## config.mk

```make
export PLATFORM = sky130hd
export DESIGN_NAME = tts_cursor_unit
export DESIGN_NICKNAME = d
export VERILOG_FILES = /design/src/sv/tts_pkg.sv /design/src/sv/tts_cursor_unit.sv
export SDC_FILE = /design/constraint.sdc
export NUM_CORES = 1
export LEC_CHECK = 0
export ABC_AREA = 1
export ABC_CLOCK_PERIOD_IN_PS = 2300
export BUFFER_PORTS_ARGS = -buffer_cell sky130_fd_sc_hd__buf_2
export CAP_MARGIN = 20
export CELL_PAD_IN_SITES_DETAIL_PLACEMENT = 1
export CELL_PAD_IN_SITES_GLOBAL_PLACEMENT = 1
export CORE_ASPECT_RATIO = 0.7
export CORE_MARGIN = 1
export CORE_UTILIZATION = 26
export DETAILED_ROUTE_END_ITERATION = 10
export PLACE_DENSITY_LB_ADDON = 0.1
export SYNTH_ARGS = -nofsm -noshare
export SYNTH_HDL_FRONTEND = slang
export SYNTH_SLANG_ARGS = --single-unit
```

## constraint.sdc

```tcl
create_clock -name vclk -period 2.3
set_input_delay 0.23 -clock vclk [all_inputs]
set_output_delay 0.23 -clock vclk [all_outputs]
set_load 0.005 [all_outputs]
```

## src/sv/tts_pkg.sv

```systemverilog
// ----------------------------------------------------------------------------
// tts_pkg
// Shared types and constants for the text terminal cursor and scroll engine.
// ----------------------------------------------------------------------------
package tts_pkg;

    typedef enum logic [1:0] {
        OP_PUT   = 2'd0,
        OP_SEEK  = 2'd1,
        OP_CLEAR = 2'd2,
        OP_READ  = 2'd3
    } op_t;

    typedef enum logic [2:0] {
        ST_INIT,
        ST_IDLE,
        ST_FILL,
        ST_COPY,
        ST_ZERO,
        ST_PUT,
        ST_DONE
    } state_t;

    localparam logic [15:0] CHAR_MASK    = 16'h00FF;
    localparam logic [7:0]  CH_NEWLINE   = 8'h0A;
    localparam logic [7:0]  CH_RETURN    = 8'h0D;
    localparam logic [7:0]  CH_BACKSPACE = 8'h08;

    typedef struct packed {
        op_t         operation;
        logic [15:0] cell_entry;
        logic [6:0]  target_column;
        logic [4:0]  target_row;
        logic [3:0]  fill_color;
    } request_t;

    typedef struct packed {
        logic [15:0] read_entry;
        logic [6:0]  cursor_column;
        logic [4:0]  cursor_row;
    } result_t;

endpackage

```

## src/sv/tts_cursor_unit.sv

```systemverilog
// ----------------------------------------------------------------------------
// tts_cursor_unit
// Next cursor position and cell write for put, and saturated cursor for seek.
// ----------------------------------------------------------------------------
module tts_cursor_unit #(
    parameter int COLUMNS = 80,
    parameter int ROWS    = 25,
    parameter int CW      = 7,
    parameter int RW      = 5,
    parameter int AW      = 11
) (
    input  logic [CW-1:0] col,
    input  logic [RW-1:0] row,
    input  logic [15:0]   entry,
    input  logic [6:0]    target_column,
    input  logic [4:0]    target_row,
    output logic [CW-1:0] put_col,
    output logic [RW-1:0] put_row,
    output logic          put_we,
    output logic [AW-1:0] put_addr,
    output logic [CW-1:0] seek_col,
    output logic [RW-1:0] seek_row
);
    import tts_pkg::*;

    logic [15:0] masked;
    logic [CW-1:0] col_sat;
    logic [CW:0]   col_inc;

    always_comb
    begin
        masked   = entry & CHAR_MASK;
        col_sat  = ({1'b0, col} >= (CW+1)'(COLUMNS)) ? CW'(COLUMNS - 1) : col;
        col_inc  = {1'b0, col_sat} + (CW+1)'(1);
        put_col  = col;
        put_row  = row;
        put_we   = 1'b0;
        put_addr = AW'(AW'(row) * AW'(COLUMNS) + AW'(col_sat));
        case (masked[7:0])
            CH_NEWLINE:
            begin
                put_col = '0;
                put_row = row + RW'(1);
            end
            CH_RETURN:
            begin
                put_col = '0;
            end
            CH_BACKSPACE:
            begin
                if (col != '0)
                begin
                    put_col = col - CW'(1);
                end
            end
            default:
            begin
                put_we = 1'b1;
                if (col_inc >= (CW+1)'(COLUMNS))
                begin
                    put_col = '0;
                    put_row = row + RW'(1);
                end
                else
                begin
                    put_col = CW'(col_inc);
                end
            end
        endcase

        seek_col = ({2'b0, target_column} >= 9'(COLUMNS)) ? CW'(COLUMNS - 1)
                                                          : CW'(target_column);
        seek_row = ({3'b0, target_row} > 8'(ROWS)) ? RW'(ROWS) : RW'(target_row);
    end

endmodule

```

# Word-level counts from Yosys, hierarchy flattened
# Index checks and enable logic that the tools add are counted.
# Widths: inputs -> output; s select.
[totals]
word_cells = 25
out_inout_bits = 36
in_bits = 40
register_bits = 0
[op_classes]
n_reduce_logical = 4
mul = 1
mux = 9
n_lt_le_gt_ge = 4
eq_ne = 3
addsub = 4
[op_table]
columns = ["operator", "count"]
rows = [
  ["$mux 7", 4],
  ["$eq 8x4->1 const B", 3],
  ["$ge 7x7->1 const B", 2],
  ["$pmux 7 s2", 1],
  ["$add 11x7->11", 1],
  ["$mux 5", 2],
  ["$pmux 5 s2", 1],
  ["$add 7x1->8 const B", 1],
  ["$ge 8x7->1 const B", 1],
  ["$mul 5x3->7 const B", 1],
  ["$reduce_bool 7->1", 1],
  ["$sub 7x1->7 const B", 1],
  ["$add 5x1->5 const B", 1],
  ["$gt 5x5->1 const B", 1],
  ["$reduce_or 2->1", 2],
  ["$reduce_or 3->1", 1],
  ["$mux 1", 1],
]

# Logic depth before layout (Yosys ltp)
# Gate-level depths: netlist (run 1).
[logic_depth]
depth_word = 6
depth_mapped = 10
depth_no_buf = 10

# Worst setup path before layout (run 1)
# No wires, ideal clock.
[synth_path]
path_type = "input to output"
start = "input port row[1]"
end = "output port put_addr[9]"
path_buffers = 0
arrival_ns = 1.648
slack_ns = 0.422
cell_stages = 5
required_time_ns = 2.070
cell_sequence = "ha_1 -> ha_1 -> fa_1 -> nor3b_1 -> xor2_1"
[synth_between]
elab_chain_len = 2
[synth_rtl]
columns = ["element", "line_no", "rtl"]
rows = [
  ["from (decl)", "tts_cursor_unit.sv:13", "input logic [RW-1:0] row,"],
  ["$mul 5x3->7", "tts_cursor_unit.sv:38", "put_addr = AW'(AW'(row) * AW'(COLUMNS) + AW'(col_sat));"],
  ["$add 11x7->11", "tts_cursor_unit.sv:38", ""],
  ["to (decl)", "tts_cursor_unit.sv:20", "output logic [AW-1:0] put_addr,"],
]
# Every way passes these cells.

# Worst setup path in the final report (run 1)
[layout_path]
start = "input port row[3]"
end = "output port put_addr[9]"
# Same word-level chain as after synthesis.

==> metrics.md, run 1 <==
| Metric | Value |
|---|---|
| Status | completed |
| PD cells | 219 mW/mm^2 |
| Crit Path Max Fanout | 5 |
| Peak VDD IR | 0.0778 mV |
| Cell Rows | 18 |
| Crit Path Category | in2out |
| Crit. End Element | primary output |
| Port bufs | 68 |
| Hold Vio Cnt, Final | 0 |
| Final-layout clock buffer total | 0 |
| Area of the multi-input gates | about 860 um^2 |
| Sw Share | 52.8% |
| Psw | ~160 uW |
| # hold bufs at CTS | 0 |
| Post-DP HPWL | 2760 um |
| Crit path DAT | 1.93 ns |
| # setup viols final | 0 |
| Cells after synthesis | 170 |
| Initial core utilization | between 20% and 30% |
| Reg power frac | 0% |
| Combinational Power Share | 100.0% |
| DR pass1 iterations | 2 |
| Setup TNS | 0 ns |
| Clk network pwr share | 0% |
| Fin cells | between 200 and 300 |
| Num sequential | 0 |
| Total number of vias | 1,309 |
| Max-cap violations | 0 |
| Cell Int Power | 146 uW |
| Worst Path Required | 2.07 ns |
| Layout Nets | roughly 300 |
| GP Congestion | 0.699 |
| Crit path largest cell delay | approximately 0.59 ns |
| WL final | 3090 um |
| Placed instance count | 287 |
| Chip width | 75.1 um |
| Hold crit path type | in2out |
| Ant. Diodes | 0 |
| Synth warn | 0 |
| Pin count of the biggest net entering global routing | 9 |
| Minimum clock period | ~2.2 ns |
| DRT iter0 DRCs | 12 |
| DR vias/cell | 4.55 |
| IO Pins | 76 |
| Share of layout cells above drive strength 1 | 35.7% |
| Worst-path cell chain | buf_2 -> ha_1 -> ha_4 -> fa_2 -> nor3b_4 -> xor2_1 -> buf_2 |
| Leak pwr | 0.000848 uW |
| Critical path's slowest cell | fa_2 |
| Area delta synth->final | 45.2% |
| Avg Cell Area, Syn | 5.72 um^2 |
| Die area | 0.00399 mm^2 |
| First-pass GRT wire length | 4950 um |
| Period Utilization, post-route | 93.9% |
| CP Launch Type | input pin |
| Vias in the first global route | 1,126 |
| Post-route ant nets | 0 |
| Max-slew headroom | about two thirds |
| Seq/Total Area, Yosys | 0% |
| Count of unique library cells instantiated by Yosys | 28 |
| Core area | 0.00356 mm^2 |
| Synthesized Nets | 223 |
| DRC Markers | 0 |
| Avg WL per Cell | 10.7 um |
| RSZ-0062 raised after global routing | no |
| Mapped Area | 972 um^2 |
| FF/Latch Area | 0 um^2 |
| Slew Viols, Final | 0 |
| All-layer global routing usage | between 15 and 20% |
| CP most frequent cell | buf_2 |
| Initial antenna violation count | 0 |
| Fillers | 522 |
| Die Y | 53.2 um |
| Worst-margin pin slew | 0.485 ns |
| Max Fclk | 463 MHz |
| Total grt overflow | 0 |
critical path, delay by kind of cell:
family | cells | cell delay [ns]
fa+ha+maj | 3 | 1.09
buf+inv | 2 | 0.25
simple gates | 1 | 0.20
xor+xnor | 1 | 0.14
routing by layer:
layer | vias up | track usage [%] | part of all wire (%)
li1 | 684 | - | -
met1 | 580 | 24.3 | 53
met2 | 45 | 24.6 | 40
met3 | 0 | 0.762 | 6.5
met4 | 0 | 0 | 0
met5 | - | 0 | 0
synthesized netlist by cell type (all sizes together), types with 2 or more instances:
cell    count  area, um^2
nand3      24         135
clkbuf      3        11.3
a21boi      2        15.0
nand2      41         161
inv        32         120
xnor2       5        43.8
o21ai       8        47.5
a21oi       5        25.0
ha         11         138
xor2        9        78.8
nor2       13        51.3
o21bai      2        15.0
nand4       3        18.8
fa          2        40.0
nor3        3        15.0
layout make-up:
class / count / share of cell area [%]
multi-input cells: 134 / 60.8
well taps: 50 / 4.43
repair buffers: 72 / 26.2
inverters: 32 / 8.51
stage by stage:
step	util (%)	worst slack, ns	hold WS (ns)	cell area (um^2)	total power [uW]
global placement	38.7	0.127	0.657	1380	295
CTS	38.7	0.0335	0.659	1380	301
detailed placement	38.7	0.0454	0.657	1380	299
floorplan	-	0.422	0.491	972	165
finish	39.7	0.140	0.657	1410	309
global route	39.7	0.00867	0.670	1410	355
cell families after synthesis:
kind of cell	share of synthesized area, %
AND/OR/NAND/NOR	40.8
AO/OA/AOI/OAI	13.9
adder cells (fa/ha/maj)	18.3
XOR/XNOR	12.6
buffers and inverters	14.4
power by group through the flow:
stage	combinational (uW)	clock (uW)	sequential, uW
after floorplan	165	0	0
after CTS	301	0	0
final	309	0	0
after detailed placement	299	0	0
after global routing	355	0	0
after global placement	295	0	0
final timing paths:
kind  depth (start not counted)          end  slack, ns        startpoint
max                           7  put_addr[9]       0.14            row[3]
min                           2  seek_col[6]       0.66  target_column[6]
what timing repair did:
| action | CTS | global route |
|---|---|---|
| setup buffers | 0 | 1 |
| gates resized for setup | 0 | 5 |
| endpoints found under the setup margin | 0 | 1 |
layout by cell type, fill, tap and decap left out, types with 4 or more instances in the layout:
master / synthesis / final
nor2_1: 12 / 12
xnor2_1: 5 / 5
nand2_1: 38 / 38
a21oi_1: 5 / 5
buf_2: 0 / 68
xor2_1: 9 / 9
o21ai_0: 5 / 5
buf_4: 0 / 4
nand3_1: 21 / 21
inv_1: 31 / 31
ha_1: 11 / 10
(Power assumes the default switching activity.)
==> run 2: changes to the inputs <==
CORE_ASPECT_RATIO = default   (was 0.7)
SKIP_LAST_GASP = 1   (was default)
==> run 2 against run 1 <==
Against the previous run:
- sequential share of layout area is the same
- via count grew 0.53%
- wire length shrank 4.2%
- largest power group unchanged
- largest cell class unchanged
- utilization shrank 0.52 points
- critical endpoint unchanged
- fmax shrank 1.2%
- final cell count shrank 2.4%
- power shrank 6.1%
==> metrics.md, run 2 (synthesized netlist as in run 1, its figures left out) <==
| Metric | Value |
|---|---|
| Status | completed |
| Crit path DAT | 1.96 ns (+0.03 ns) |
| Worst-margin pin slew | 0.467 ns (-0.0181 ns) |
| Hold crit path type | in2out |
| Max-cap violations | 0 (unchanged) |
| Crit Path Category | in2out |
| Leak pwr | 0.000830 uW (-2.1%) |
| GP Congestion | 0.779 (+12%) |
| Post-DP HPWL | 2580 um (-6.7%) |
| Layout Nets | 290 (-1.0%) |
| Die area | 0.00399 mm^2 (about the same) |
| Post-CTS Setup Bufs | 0 (unchanged) |
| Fillers | 502 (-3.8%) |
| Vias in the first global route | 1,243 (+10%) |
| Design Area, Final | 0.00136 mm^2 (-3.8%) |
| Total number of vias | 1,316 (+0.53%) |
| WHS Endpoint | seek_col[6] |
| Slew Viols, Final | 0 (unchanged) |
| FF/Latch Area | 0 um^2 (unchanged) |
| Ant. Diodes | 0 (unchanged) |
| Final-layout clock buffer total | 0 (unchanged) |
| Worst Path Required | 2.07 ns (about the same) |
| Area delta synth->final | 39.6% |
| Cell Rows | 21 (+3) |
| Total grt overflow | 0 (unchanged) |
| Peak VDD IR | 0.0512 mV (-34%) |
| # setup viols final | 0 (unchanged) |
| Crit. End Element | primary output |
| Worst setup startpoint | row[3] |
| Period Utilization, post-route | 95.1% (+1.2 points) |
| Dpl cell area | 0.00136 mm^2 (-1.5%) |
| DR vias/cell | 4.68 (+3.0%) |
| PD cells | 214 mW/mm^2 (-2.3%) |
| Max Fclk | 457 MHz (-1.2%) |
| Pin count of the biggest net entering global routing | 9 (unchanged) |
| First-pass GRT wire length | 5130 um (+3.5%) |
| Hold_sp | target_column[6] |
| Commonest non-fill, non-tap cell in the layout | buf_2 |
| DR pass1 iterations | 4 (+2) |
| RSZ-0062 raised after global routing | no |
| Minimum clock period | 2.19 ns (+0.0266 ns) |
| Post-route ant nets | 0 (unchanged) |
| Die Y | 63.2 um (+19%) |
| Chip width | 63.2 um (-16%) |
| DRT iter0 DRCs | 48 (+36) |
| # hold bufs at CTS | 0 (unchanged) |
| Avg WL per Cell | 10.5 um (-1.9%) |
| Initial antenna violation count | 0 (unchanged) |
| Setup TNS | 0 ns (unchanged) |
| Post-cts resize count | 0 (unchanged) |
| Num sequential | 0 (unchanged) |
| CP Launch Type | input pin |
| WL final | 2960 um (-4.2%) |
| Initial core utilization | 28.0% (+0.71 points) |
| Port bufs | 68 (unchanged) |
| Hold Path Cell Cnt | 2 (unchanged) |
| Max-slew headroom | 68.5% (+1.2 points) |
| Crit Path Max Fanout | 5 (unchanged) |
| Most frequent cells in the layout | buf_2, nand2_1, inv_1 |
| Hold Vio Cnt, Final | 0 (unchanged) |
| Core area | 0.00347 mm^2 (-2.5%) |
| Share of layout cells above drive strength 1 | 33.6% (-2.1 points) |
| All-layer global routing usage | 14.9% (-0.67 points) |
| DRC Markers | 0 (unchanged) |
| IO Pins | 76 (unchanged) |
-- run 2: changes by cell type in the layout (fill, tap and decap cells not counted), sizes merged --
cell / change
buf: -3
-- run 2: through the flow --
| stage | std cells | setup WS [ns] | hold slack, ns | utilization (%) | power (uW) |
|---|---|---|---|---|---|
| 2_1_floorplan | 170 | 0.422 | 0.491 | - | 165 |
| 3_3_place_gp | 281 | 0.151 | 0.661 | 39.1 | 291 |
| 3_5_place_dp | 281 | 0.0880 | 0.670 | 39.1 | 294 |
| 4_1_cts | 281 | 0.0826 | 0.672 | 39.1 | 295 |
| 5_1_grt | 281 | 0.0218 | 0.683 | 39.1 | 329 |
| 6_report | 281 | 0.113 | 0.666 | 39.1 | 291 |
-- run 2: routing by layer --
metal	up-vias	wire length [um]	GRT usage, %
met1	586	1410	18.9
met2	51	1370	28.9
met5	-	0	0
met4	0	0	0
met3	0	178	0.725
li1	679	-	-
-- run 2: final cells by class --
| class | instances | area [um^2] | share of cell area [%] |
|---|---|---|---|
| well taps | 46 | 57.6 | 4.24 |
| multi-input cells | 134 | 832 | 61.3 |
| inverters | 32 | 120 | 8.85 |
| repair buffers | 69 | 348 | 25.6 |
-- run 2: how the worst max path moves through the flow --
stage                  end  cells after the start
6_report       put_addr[9]                      7
5_1_grt        put_addr[9]                      7
4_1_cts        put_addr[9]                      7
3_5_place_dp   put_addr[9]                      7
3_3_place_gp   put_addr[9]                      7
2_1_floorplan  put_addr[9]                      5
-- run 2: report_power, final --
part           switching, uW  internal, uW
Sequential                 0             0
Clock                      0             0
Combinational            156           134
-- run 2: critical path, stage by stage --
cell and delay, ns:
buf_2 0.13, ha_1 0.28, ha_1 0.22, fa_1 0.53, nor3b_1 0.26, xor2_1 0.17, buf_2 0.13
==> run 3: changes to the inputs <==
--- a/config.mk
+++ b/config.mk
@@ -16,3 +16,3 @@
 export DETAILED_ROUTE_END_ITERATION = 10
-export PLACE_DENSITY_LB_ADDON = 0.1
+export PLACE_DENSITY_LB_ADDON = 0.05
 export SKIP_LAST_GASP = 1
==> constraint.sdc (replaced) <==
create_clock -name vclk -period 2.3
set_input_delay 0 -clock vclk [all_inputs]
set_output_delay 0 -clock vclk [all_outputs]
set_load 0.005 [all_outputs]
==> run 3 against run 2 <==
Against the previous run:
- largest cell class unchanged
- fmax grew 25%
- global-route usage increased by 1.1 points
- final cell count decreased by 0.36%
- via count shrank 0.61%
- first-iteration DRC count is 67% lower
==> metrics.md, run 3 (synthesized netlist as in run 1, its figures left out) <==
| Metric | Value |
|---|---|
| Worst-path cell chain | buf_2 -> ha_1 -> ha_1 -> fa_1 -> nor3b_1 -> xor2_1 -> buf_2 |
| Avg WL per Cell | 11.2 um (+6.5%) |
| Commonest non-fill, non-tap cell in the layout | buf_2 |
| Layout Nets | 289 (-0.34%) |
| Tot Pwr | 292 uW (+0.35%) |
| Max Fclk | 574 MHz (+25%) |
| Most frequent cells in the layout | buf_2, nand2_1, inv_1 |
| FF/Latch Area | 0 um^2 (unchanged) |
| Cell Rows | 21 (unchanged) |
| Core area | 0.00347 mm^2 (unchanged) |
| Post-route ant nets | 0 (unchanged) |
| Chip width | 63.2 um (unchanged) |
| Fillers | 513 (+2.2%) |
| RSZ-0062 raised after global routing | no |
| Worst Path Required | 2.30 ns (+0.23 ns) |
| Minimum clock period | 1.74 ns (-0.443 ns) |
| Crit Path Category | in2out |
| Initial core utilization | 28.0% (unchanged) |
| Dpl cell area | 0.00135 mm^2 (-0.55%) |
| Pin count of the biggest net entering global routing | 9 (unchanged) |
| Num sequential | 0 (unchanged) |
| Area delta synth->final | 38.9% |
| Initial antenna violation count | 0 (unchanged) |
| Crit. End Element | primary output |
| PD cells | 216 mW/mm^2 (+0.91%) |
| Post-DP HPWL | 2840 um (+10%) |
| Period Utilization, post-route | 75.8% (-19 points) |
| Max-cap violations | 0 (unchanged) |
| DRT iter0 DRCs | 16 (-67%) |
| DR vias/cell | 4.67 (-0.25%) |
| Vias in the first global route | 1,361 (+9.5%) |
| GP Congestion | 0.792 (+1.6%) |
| Post-CTS Setup Bufs | 0 (unchanged) |
| Hold crit path type | in2out |
| Crit Path Max Fanout | 6 (+1) |
| Final-layout clock buffer total | 0 (unchanged) |
| Setup TNS | 0 ns (unchanged) |
| Crit path DAT | 1.74 ns (-0.22 ns) |
| Status | completed |
| # setup viols final | 0 (unchanged) |
| Final worst slack | 0.556 ns (+0.443 ns) |
| First-pass GRT wire length | 5460 um (+6.5%) |
| Die Y | 63.2 um (unchanged) |
| IO Pins | 76 (unchanged) |
| Peak VDD IR | 0.0536 mV (+4.7%) |
| Design Area, Final | 0.00135 mm^2 (-0.55%) |
| Total grt overflow | 0 (unchanged) |
| CP Launch Type | input pin |
| Share of layout cells above drive strength 1 | 33.3% (-0.28 points) |
| Die area | 0.00399 mm^2 (unchanged) |
| Max-slew headroom | 67.5% (-1.0 points) |
| All-layer global routing usage | 16.1% (+1.1 points) |
| WL final | 3140 um (+6.1%) |
| Leak pwr | 0.000826 uW (-0.58%) |
| Hold Path Cell Cnt | 2 (unchanged) |
| # hold bufs at CTS | 0 (unchanged) |
| Total number of vias | 1,308 (-0.61%) |
| Worst-margin pin slew | 0.482 ns (+0.0148 ns) |
| Critical path's slowest cell | fa_1 |
| Post-cts resize count | 0 (unchanged) |
| Crit path largest cell delay | 0.54 ns (about the same) |
| Worst slack at placement | 0.522 ns (+0.434 ns) |
| Slew Viols, Final | 0 (unchanged) |
| DRC Markers | 0 (unchanged) |
| Hold Vio Cnt, Final | 0 (unchanged) |
| Port bufs | 68 (unchanged) |
| Ant. Diodes | 0 (unchanged) |
| DR pass1 iterations | 3 (-1) |
-- run 3: path summary, 6_finish.rpt --
path                         start           to
setup / recovery            row[1]  put_addr[9]
hold / removal    target_column[6]  seek_col[6]
-- run 3: per-stage QoR --
| stage | hold WS (ns) | std cells | utilization [%] |
|---|---|---|---|
| after floorplan | 0.0311 | 170 | - |
| after global placement | 0.195 | 280 | 38.9 |
| after detailed placement | 0.200 | 280 | 38.9 |
| after CTS | 0.200 | 280 | 38.9 |
| after global routing | 0.209 | 280 | 38.9 |
| final | 0.196 | 280 | 38.9 |
-- run 3: layout make-up --
cell class	instances	area (um^2)	share of cell area [%]
multi-input cells	134	832	61.6
repair buffers	68	340	25.2
inverters	32	120	8.90
well taps	46	57.6	4.26
-- run 3: power breakdown --
group          switching [uW]  internal, uW
Clock                       0             0
Sequential                  0             0
Combinational             158           134
-- run 3: worst max-delay path: cells and delay by family --
kind / cells / cell delay, ns
xor gates and xnor gates: 1 / 0.16
adders and majority gates: 3 / 1.08
buffers and inverters: 2 / 0.27
and+or+nand+nor: 1 / 0.24
-- run 3: routing by layer --
metal | vias to the layer above | track usage (%) | share of wire [%]
li1 | 679 | - | -
met1 | 580 | 19.2 | 45
met2 | 47 | 31.7 | 49
met3 | 2 | 0.906 | 5.2
met4 | 0 | 1.45 | 0.60
met5 | - | 0 | 0
